[src/rtl/core/ctlex_pkg.sv]
// Shared types and constants for the configuration token lexer.
// Used by ctlex_step, ctlex_out_fifo and config_token_lexer_unit; no dependencies.
package ctlex_pkg;

    // Default width of the line counter.
    localparam int LINE_BITS_DEF = 32;

    // Width of the line number carried by every result.
    localparam int LINE_OUT_W = 32;

    // Result kinds.
    localparam logic [1:0] K_BYTE = 2'd0;
    localparam logic [1:0] K_TEND = 2'd1;
    localparam logic [1:0] K_EOI  = 2'd2;
    localparam logic [1:0] K_ERR  = 2'd3;

    // Error codes.
    localparam logic [2:0] E_NONE      = 3'd0;
    localparam logic [2:0] E_EOL_QUOTE = 3'd1;
    localparam logic [2:0] E_BAD_QUOTE = 3'd2;
    localparam logic [2:0] E_EOL_ESC   = 3'd3;
    localparam logic [2:0] E_BAD_ESC   = 3'd4;

    // Character codes.
    localparam logic [7:0] CH_HASH  = 8'h23;
    localparam logic [7:0] CH_TAB   = 8'h09;
    localparam logic [7:0] CH_LF    = 8'h0A;
    localparam logic [7:0] CH_CR    = 8'h0D;
    localparam logic [7:0] CH_SPACE = 8'h20;
    localparam logic [7:0] CH_BSL   = 8'h5C;
    localparam logic [7:0] CH_DQ    = 8'h22;
    localparam logic [7:0] CH_SQ    = 8'h27;
    localparam logic [7:0] CH_T     = 8'h74;
    localparam logic [7:0] CH_N     = 8'h6E;
    localparam logic [7:0] CH_R     = 8'h72;

    // Output FIFO depth and the sizes that follow from it.
    localparam int FIFO_DEPTH = 4;
    localparam int FIFO_AW    = $clog2(FIFO_DEPTH);
    localparam int FIFO_CW    = $clog2(FIFO_DEPTH + 1);

    // One result item.
    typedef struct packed {
        logic [1:0]            kind;
        logic [7:0]            out_byte;
        logic [2:0]            error_code;
        logic [LINE_OUT_W-1:0] line_number;
        logic                  last;
    } t_result;

    // What the step logic hands to the output FIFO in one cycle.
    typedef struct packed {
        logic [1:0] count;
        t_result    res0;
        t_result    res1;
    } t_step_out;

    function automatic logic is_sep(input logic [7:0] c);
        return (c == CH_SPACE) || (c == CH_TAB) || (c == CH_LF) || (c == CH_CR);
    endfunction

endpackage

[src/rtl/core/ctlex_step.sv]
// Lexer mode machine: holds the mode, quote and line state and turns one
// registered input byte into zero, one or two results. Depends on ctlex_pkg.
module ctlex_step
    import ctlex_pkg::*;
#(
    parameter int LINE_BITS = LINE_BITS_DEF
) (
    input  logic       i_clk,
    input  logic       i_rst_n,
    input  logic       i_valid,
    input  logic [7:0] i_byte,
    input  logic       i_eoi,
    output t_step_out  o_step
);

    typedef enum logic [2:0] {
        MODE_BETWEEN = 3'd0,
        MODE_COMMENT = 3'd1,
        MODE_TOKEN   = 3'd2,
        MODE_QUOTE   = 3'd3,
        MODE_ESCAPE  = 3'd4,
        MODE_HALTED  = 3'd5,
        MODE_DONE    = 3'd6
    } t_mode;

    t_mode                r_mode, n_mode;
    logic                 r_quote, n_quote;
    logic [LINE_BITS-1:0] r_line, n_line;

    logic                        bump;
    logic                        do_tok;
    logic                        do_err;
    logic [2:0]                  err_code;
    logic [7:0]                  esc_byte;
    logic [LINE_BITS+LINE_OUT_W-1:0] line_ext;
    logic [LINE_OUT_W-1:0]       line_now;
    logic [7:0]                  close_q;

    assign line_ext = {{LINE_OUT_W{1'b0}}, r_line};
    assign line_now = line_ext[LINE_OUT_W-1:0];
    assign close_q  = r_quote ? CH_SQ : CH_DQ;

    always_comb begin
        n_mode   = r_mode;
        n_quote  = r_quote;
        bump     = 1'b0;
        do_tok   = 1'b0;
        do_err   = 1'b0;
        err_code = E_NONE;
        esc_byte = i_byte;
        o_step.count = 2'd0;
        o_step.res0  = '{kind: K_BYTE, out_byte: 8'd0, error_code: E_NONE,
                         line_number: line_now, last: 1'b1};
        o_step.res1  = '{kind: K_EOI, out_byte: 8'd0, error_code: E_NONE,
                         line_number: line_now, last: 1'b1};

        case (r_mode)
            MODE_BETWEEN: begin
                if (i_eoi) begin
                    n_mode = MODE_DONE;
                    o_step.res0.kind = K_EOI;
                    o_step.count = 2'd1;
                end else if (i_byte == CH_HASH) begin
                    n_mode = MODE_COMMENT;
                end else if (is_sep(i_byte)) begin
                    bump = (i_byte == CH_LF);
                end else begin
                    do_tok = 1'b1;
                end
            end
            MODE_COMMENT: begin
                if (i_eoi) begin
                    n_mode = MODE_DONE;
                    o_step.res0.kind = K_EOI;
                    o_step.count = 2'd1;
                end else if (i_byte == CH_LF) begin
                    bump   = 1'b1;
                    n_mode = MODE_BETWEEN;
                end
            end
            MODE_TOKEN: begin
                if (i_eoi) begin
                    n_mode = MODE_DONE;
                    o_step.res0.kind = K_TEND;
                    o_step.res0.last = 1'b0;
                    o_step.count = 2'd2;
                end else if ((i_byte == CH_HASH) || is_sep(i_byte)) begin
                    o_step.res0.kind = K_TEND;
                    o_step.count = 2'd1;
                    n_mode = (i_byte == CH_HASH) ? MODE_COMMENT : MODE_BETWEEN;
                    bump   = (i_byte == CH_LF);
                end else begin
                    do_tok = 1'b1;
                end
            end
            MODE_QUOTE: begin
                if (i_eoi || (i_byte == CH_LF)) begin
                    do_err   = 1'b1;
                    err_code = E_EOL_QUOTE;
                end else if (i_byte == close_q) begin
                    n_mode = MODE_TOKEN;
                end else if ((i_byte == CH_TAB) || (i_byte == CH_CR)) begin
                    do_err   = 1'b1;
                    err_code = E_BAD_QUOTE;
                end else begin
                    o_step.res0.out_byte = i_byte;
                    o_step.count = 2'd1;
                end
            end
            MODE_ESCAPE: begin
                if (i_eoi || (i_byte == CH_LF)) begin
                    do_err   = 1'b1;
                    err_code = E_EOL_ESC;
                end else begin
                    case (i_byte)
                        CH_T:     esc_byte = CH_TAB;
                        CH_N:     esc_byte = CH_LF;
                        CH_R:     esc_byte = CH_CR;
                        CH_SPACE,
                        CH_DQ,
                        CH_HASH,
                        CH_SQ,
                        CH_BSL:   esc_byte = i_byte;
                        default: begin
                            do_err   = 1'b1;
                            err_code = E_BAD_ESC;
                        end
                    endcase
                    if (!do_err) begin
                        n_mode = MODE_TOKEN;
                        o_step.res0.out_byte = esc_byte;
                        o_step.count = 2'd1;
                    end
                end
            end
            default: begin
                // Halted or done: input is swallowed without a result.
            end
        endcase

        // A byte that belongs to a token.
        if (do_tok) begin
            if ((i_byte == CH_DQ) || (i_byte == CH_SQ)) begin
                n_quote = (i_byte == CH_SQ);
                n_mode  = MODE_QUOTE;
            end else if (i_byte == CH_BSL) begin
                n_mode = MODE_ESCAPE;
            end else begin
                n_mode = MODE_TOKEN;
                o_step.res0.out_byte = i_byte;
                o_step.count = 2'd1;
            end
        end

        if (do_err) begin
            n_mode = MODE_HALTED;
            o_step.res0.kind       = K_ERR;
            o_step.res0.error_code = err_code;
            o_step.count = 2'd1;
        end

        n_line = r_line;
        if (bump && (r_line != {LINE_BITS{1'b1}})) begin
            n_line = r_line + {{(LINE_BITS-1){1'b0}}, 1'b1};
        end

        // Nothing happens without a valid input.
        if (!i_valid) begin
            n_mode  = r_mode;
            n_quote = r_quote;
            n_line  = r_line;
            o_step.count = 2'd0;
        end
    end

    always_ff @(posedge i_clk) begin
        if (!i_rst_n) begin
            r_mode  <= MODE_BETWEEN;
            r_quote <= 1'b0;
            r_line  <= {{(LINE_BITS-1){1'b0}}, 1'b1};
        end else begin
            r_mode  <= n_mode;
            r_quote <= n_quote;
            r_line  <= n_line;
        end
    end

endmodule

[src/rtl/core/ctlex_out_fifo.sv]
// Small result FIFO: takes up to two results per cycle, gives one per cycle.
// Depends on ctlex_pkg.
module ctlex_out_fifo
    import ctlex_pkg::*;
(
    input  logic               i_clk,
    input  logic               i_rst_n,
    input  t_step_out          i_push,
    input  logic               i_pop,
    output logic               o_valid,
    output t_result            o_head,
    output logic [FIFO_CW-1:0] o_count
);

    t_result            r_mem [FIFO_DEPTH];
    logic [FIFO_AW-1:0] r_wptr, n_wptr;
    logic [FIFO_AW-1:0] r_rptr, n_rptr;
    logic [FIFO_CW-1:0] r_count, n_count;
    logic [FIFO_AW-1:0] wptr_p1;
    logic               pop_ok;

    assign wptr_p1 = r_wptr + {{(FIFO_AW-1){1'b0}}, 1'b1};
    assign pop_ok  = i_pop && (r_count != '0);

    always_comb begin
        n_wptr  = r_wptr + FIFO_AW'(i_push.count);
        n_rptr  = r_rptr + {{(FIFO_AW-1){1'b0}}, pop_ok};
        n_count = r_count + FIFO_CW'(i_push.count) - {{(FIFO_CW-1){1'b0}}, pop_ok};
    end

    always_ff @(posedge i_clk) begin
        if (i_push.count != 2'd0) begin
            r_mem[r_wptr] <= i_push.res0;
        end
        if (i_push.count == 2'd2) begin
            r_mem[wptr_p1] <= i_push.res1;
        end
    end

    always_ff @(posedge i_clk) begin
        if (!i_rst_n) begin
            r_wptr  <= '0;
            r_rptr  <= '0;
            r_count <= '0;
        end else begin
            r_wptr  <= n_wptr;
            r_rptr  <= n_rptr;
            r_count <= n_count;
        end
    end

    assign o_valid = (r_count != '0);
    assign o_head  = r_mem[r_rptr];
    assign o_count = r_count;

endmodule

[src/rtl/core/config_token_lexer_unit.sv]
// Top level of the configuration token lexer: input register, mode machine
// and result FIFO. Depends on ctlex_pkg, ctlex_step and ctlex_out_fifo.
//
// Usage:
//   The slave channel carries one raw text byte per transfer in s_axis_tdata;
//   s_axis_tlast high marks the end of the text, and the byte is then ignored.
//   The master channel carries one result per transfer: m_axis_tuser is the
//   result kind (token byte, token end, end of input, error), m_axis_tlast is
//   high on the final result caused by one input byte.
// A result passes the input register and the result FIFO before it can be taken.
// Throughput: one input byte per cycle unless stalled. Each byte yields at most
//   one result, except end of input inside a token, which yields a token end and
//   an end of input in the same cycle; then the block is done and gives no more.
// The input register is consumed only while the result FIFO has room for two
//   results, so a stalled receiver fills the FIFO and then holds s_axis_tready
//   low; nothing is lost or repeated.
// Reset (i_rst_n low, synchronous) empties the FIFO and the input register,
//   returns the lexer to the between-tokens mode and sets the line to one.
//   An error or end of input makes the block swallow all later input until
//   the next reset.
module config_token_lexer_unit
    import ctlex_pkg::*;
#(
    parameter int LINE_BITS = LINE_BITS_DEF
) (
    input  logic        i_clk,
    input  logic        i_rst_n,
    input  logic        s_axis_tvalid,
    output logic        s_axis_tready,
    input  logic [7:0]  s_axis_tdata,  // [7:0] in_byte
    input  logic        s_axis_tlast,  // end_of_input
    output logic        m_axis_tvalid,
    input  logic        m_axis_tready,
    output logic [47:0] m_axis_tdata,  // [7:0] out_byte, [10:8] error_code,
                                       // [42:11] line_number, [47:43] zero
    output logic [1:0]  m_axis_tuser,  // [1:0] kind
    output logic        m_axis_tlast   // last
);

    // Input register between the slave channel and the mode machine.
    logic       r_in_valid;
    logic [7:0] r_in_byte;
    logic       r_in_eoi;

    logic               proc;
    logic               in_xfer;
    t_step_out          step;
    t_result            head;
    logic [FIFO_CW-1:0] fifo_count;

    // The registered byte moves on only while the FIFO can take two results.
    assign proc          = r_in_valid && (fifo_count <= FIFO_CW'(FIFO_DEPTH - 2));
    assign s_axis_tready = !r_in_valid || proc;
    assign in_xfer       = s_axis_tvalid && s_axis_tready;

    always_ff @(posedge i_clk) begin
        if (!i_rst_n) begin
            r_in_valid <= 1'b0;
        end else if (s_axis_tready) begin
            r_in_valid <= s_axis_tvalid;
        end
    end

    always_ff @(posedge i_clk) begin
        if (in_xfer) begin
            r_in_byte <= s_axis_tdata;
            r_in_eoi  <= s_axis_tlast;
        end
    end

    ctlex_step #(
        .LINE_BITS (LINE_BITS)
    ) u_step (
        .i_clk   (i_clk),
        .i_rst_n (i_rst_n),
        .i_valid (proc),
        .i_byte  (r_in_byte),
        .i_eoi   (r_in_eoi),
        .o_step  (step)
    );

    ctlex_out_fifo u_fifo (
        .i_clk   (i_clk),
        .i_rst_n (i_rst_n),
        .i_push  (step),
        .i_pop   (m_axis_tready),
        .o_valid (m_axis_tvalid),
        .o_head  (head),
        .o_count (fifo_count)
    );

    assign m_axis_tdata = {5'd0, head.line_number, head.error_code, head.out_byte};
    assign m_axis_tuser = head.kind;
    assign m_axis_tlast = head.last;

    // The FIFO never holds more results than it has entries.
    a_fifo_bound: assert property (@(posedge i_clk) disable iff (!i_rst_n)
        fifo_count <= FIFO_CW'(FIFO_DEPTH))
        else $error("result FIFO overflow");

    // Two results from one byte only happen at end of input.
    a_pair_eoi: assert property (@(posedge i_clk) disable iff (!i_rst_n)
        (step.count == 2'd2) |-> (r_in_eoi && proc))
        else $error("two results without end of input");

    // An error code is present exactly on error results.
    a_err_code: assert property (@(posedge i_clk) disable iff (!i_rst_n)
        m_axis_tvalid |-> ((m_axis_tuser == K_ERR) == (m_axis_tdata[10:8] != E_NONE)))
        else $error("error code does not match result kind");

    // Only token bytes carry a nonzero byte.
    a_byte_zero: assert property (@(posedge i_clk) disable iff (!i_rst_n)
        (m_axis_tvalid && (m_axis_tuser != K_BYTE)) |-> (m_axis_tdata[7:0] == 8'd0))
        else $error("nonzero byte on a non-byte result");

endmodule

[config.mk]
export PLATFORM = sky130hd
export DESIGN_NAME = config_token_lexer_unit
export DESIGN_NICKNAME = d
export VERILOG_FILES = /design/src/rtl/core/ctlex_pkg.sv /design/src/rtl/core/ctlex_step.sv /design/src/rtl/core/ctlex_out_fifo.sv /design/src/rtl/core/config_token_lexer_unit.sv
export SDC_FILE = /design/constraint.sdc
export NUM_CORES = 1
export LEC_CHECK = 0
export BUFFER_PORTS_ARGS = -buffer_cell sky130_fd_sc_hd__buf_4
export CAP_MARGIN = 5
export CORE_UTILIZATION = 36
export DETAILED_ROUTE_END_ITERATION = 8
export PLACE_DENSITY = 0.56
export SYNTH_ARGS = -nofsm -noshare
export SYNTH_HDL_FRONTEND = slang
export SYNTH_SLANG_ARGS = --single-unit
[constraint.sdc]
create_clock -name i_clk -period 4.9 [get_ports i_clk]
set_input_delay 0 -clock i_clk [delete_from_list [all_inputs] [get_ports i_clk]]
set_output_delay 0 -clock i_clk [all_outputs]
set_load 0.02 [all_outputs]
==> qor.yml <==
status: "finished clean"
antenna_found_initial: 0
clock_slew_seen_by_the_registers_of_the_worst_setup_and_hold_paths_ns: 0.06
cpMaxStageDelayCell: "edfxtp_1"
internal_power_mw: 4.24
clock_tree.buffer_depth: 3
p_leak_nw: 4.31
number_of_levels_in_the_clock_h_tree: 1
grt_setup_unrepaired: "false"
die-area_um2: 31700
endpoint_kind: "register"
worst_clock_skew_ns: 0.0172
die_x_extent_um: 178
syn-instance-count: 944
hold_viol: 0
routed_wire_length_per_instance_um: 18.1
maxSlewViolCount: 0
post-synth-top-area-fraction_pct: 36.8
core_um2: 30600
fmax_ghz: 0.258
kind_of_path_behind_the_tightest_hold_check: "in -> reg"
switching_fraction_of_total_power_pct: 29.3
cp_common_cell: "inv_1"
grt_max_degree: 66
critical_path.cell_chain: "nor4bb_1, o311a_1, or3_4, a22oi_2, a41o_2, nor2_1, inv_1, ha_1, inv_1, ha_1, inv_1, fa_1, xnor2_1, xnor2_1, nor2_1"
number_of_storage_elements_in_the_synthesis_netlist: 237
worst_skew_pair.late_latency_ns: 0.55
relSlewSlack_pct: 24.0
power_density_nw_per_um2: 464
netlist_area_pre_place_um2: 11200
switching_power_mw: 1.75
synth_largest_area_cell: "edfxtp_1"
critical-path-top-delay-family: "compound AO/OA/AOI/OAI gates"
post_synth_num_cell_types: 81
critPathRequiredTime_ns: 5.32
floorplan.initialDensity_pct: 36.5
clock_sink_count: 237
cts_repair_resizes: 0
port-buffer-count: 60
post_route_cells_drive_above_1_share_pct: 18.3
route.detailed.drc: 0
synth_top_flop_cell: "edfxtp_1"
crit_path_max_incr_delay_ns: 0.63
sequential_element_share_of_the_synthesized_area_pct: 54.8
num_io_pins: 66
vias: 7338
vias_in_the_first_global_route: 7168
setup_total_negative_slack_ns: 0
pwr-share-comb_pct: 22.8
cts_inserted_buffers: 27
detail_route.vias_per_cell: 5.22
die_height_um: 178
synth_enable_flop_cells: 137
tightestPinTransition_ns: 1.14
drt-pass1-iter-count: 5
grt_pass1_wl_um: 40100
worst_setup_path_start_kind: "register"
grt_overflow: 0
ir_worst_vdd_mv: 0.282
cts.repair_timing.setup_buffer_count: 0
placement_rows: 64
ant_nets: 0
ys_top_cells_by_count: "edfxtp_1 (137), dfxtp_1 (100), and2_1 (97)"
place_congestion: 0.863
drt_iter0_drc: 476
final_period_minus_worst_setup_slack_ns: 3.88
critical_path.n_buffers_inverters: 3
dominant_cells_by_area_after_synthesis: "edfxtp_1 (37%), dfxtp_1 (18%), mux4_2 (9.3%)"
ant_diodes: 0
syn-mean-instance-area_um2: 11.8
area_growth_syn_to_layout_pct: 15.9
dp.final_hpwl_um: 15500
globalRouteTotalUtil_pct: 16.3
p_seq_share_pct: 42.7
path_type_of_the_worst_setup_path: "reg -> reg"
critical_path_arrival_ns: 4.30
power_frac_clock_pct: 34.5
wl_um: 25500
timing.final.setup_violations: 0
dpl.cell_count: 1346
synthArstFlopShare_pct: 0
tritoncts: "done"
root_buffer: "clkbuf_16"
timing.max_cap.violations: 0
final_min_period_over_clock_period_pct: 79.2
layoutNonFillerInstCount: 1407
critPathMaxFanout: 18
synth_most_common_cell: "edfxtp_1"
fin_nets: 1010
synth-warning-count: 0
cts_hold_repair.buffers: 11
[worst paths after layout]
| check | from | to | slack, ns | cells past startpoint |
|---|---|---|---|---|
| hold reg to reg | u_fifo.r_mem[3][35]$_SDFFE_PP0N_ | u_fifo.r_mem[3][35]$_SDFFE_PP0N_ | 0.44 | 2 |
| hold / removal | m_axis_tready | u_fifo.r_rptr[0]$_SDFF_PN0_ | 0.005 | 4 |
| setup / recovery | r_in_byte[2]$_DFFE_PP_ | u_fifo.o_count[2]$_SDFF_PN0_ | 1.02 | 15 |
| setup reg to reg | r_in_byte[2]$_DFFE_PP_ | u_fifo.o_count[2]$_SDFF_PN0_ | 1.02 | 15 |
[sequential cells by signal, summed over array words and instances, names as in the netlist]
name / flops
r_in_byte: 8
r_in_eoi: 1
r_in_valid: 1
u_fifo.o_count: 3
u_fifo.r_mem: 184
u_fifo.r_rptr: 2
u_fifo.r_wptr: 2
u_step.line_now: 32
u_step.r_mode: 3
u_step.r_quote: 1
[power groups by stage]
stage / registers, mW / logic, mW / clock network, mW
floorplan: 2.40 / 1.03 / 0
global placement: 2.60 / 1.38 / 0
detailed placement: 2.61 / 1.38 / 0
CTS: 2.57 / 1.39 / 2.12
global route: 2.60 / 1.48 / 2.19
finish: 2.56 / 1.37 / 2.07
[logic make-up after synthesis]
family                     count (synthesis)  share of synthesized area [%]
AOI/OAI and AO/OA                        123                           7.71
xor gates and xnor gates                  31                           2.43
adders and majority gates                  7                          0.852
buffers and inverters                     90                           3.72
DFF                                      237                           54.8
muxes                                     68                           11.3
other                                      1                         0.0336
and+or+nand+nor                          387                           19.2
[cell usage in the layout (no fill, tap or decap), types with 19 or more instances in the layout]
cell type,n
edfxtp_1,137
dfxtp_1,98
and2_1,97
nand2_1,78
buf_4,72
nor2_1,59
mux4_2,46
a21oi_1,32
nor2b_1,31
nand3_1,29
clkbuf_16,29
mux2i_1,22
xnor2_1,21
o21ai_0,19
inv_1,19
[through the flow]
| stage | total power [mW] | utilization, % | setup WS [ns] | area [um^2] | hold WS, ns |
|---|---|---|---|---|---|
| finish | 6.00 | 42.3 | 1.02 | 12900 | 0.00550 |
| global placement | 3.98 | 38.9 | 1.11 | 11900 | 0.179 |
| global route | 6.26 | 42.3 | 0.697 | 12900 | 0.0322 |
| CTS | 6.07 | 42.3 | 1.00 | 12900 | 0.00748 |
| detailed placement | 3.99 | 38.9 | 1.03 | 11900 | 0.179 |
| floorplan | 3.43 | - | 1.42 | 11200 | 0.0619 |
[layout make-up]
cell class              count  area, um^2
clock inverters            13         125
inverters                  20        75.1
multi-input cells         621        4660
flip-flops and latches    237        6120
repair buffers             83         651
fillers                  2871       17700
clock buffers              37         806
well taps                 396         495
[layer usage]
layer,part of all wire [%],wire (um),vias to the layer above,global-route usage [%]
met1,46,11700,3582,22.4
li1,-,-,3543,-
met5,0,0,-,0
met4,2.4,621,0,4.42
met2,48,12100,170,26.9
met3,4.0,1030,43,2.09
[worst register-to-register path: stages (launching register included)]
cell,delay [ns]
edfxtp_1,0.63
nor4bb_1,0.25
o311a_1,0.45
or3_4,0.41
a22oi_2,0.26
a41o_2,0.38
nor2_1,0.12
inv_1,0.08
ha_1,0.22
inv_1,0.05
ha_1,0.12
inv_1,0.04
fa_1,0.38
xnor2_1,0.19
xnor2_1,0.14
nor2_1,0.05
No activity file was read; power rests on OpenSTA's default activity.
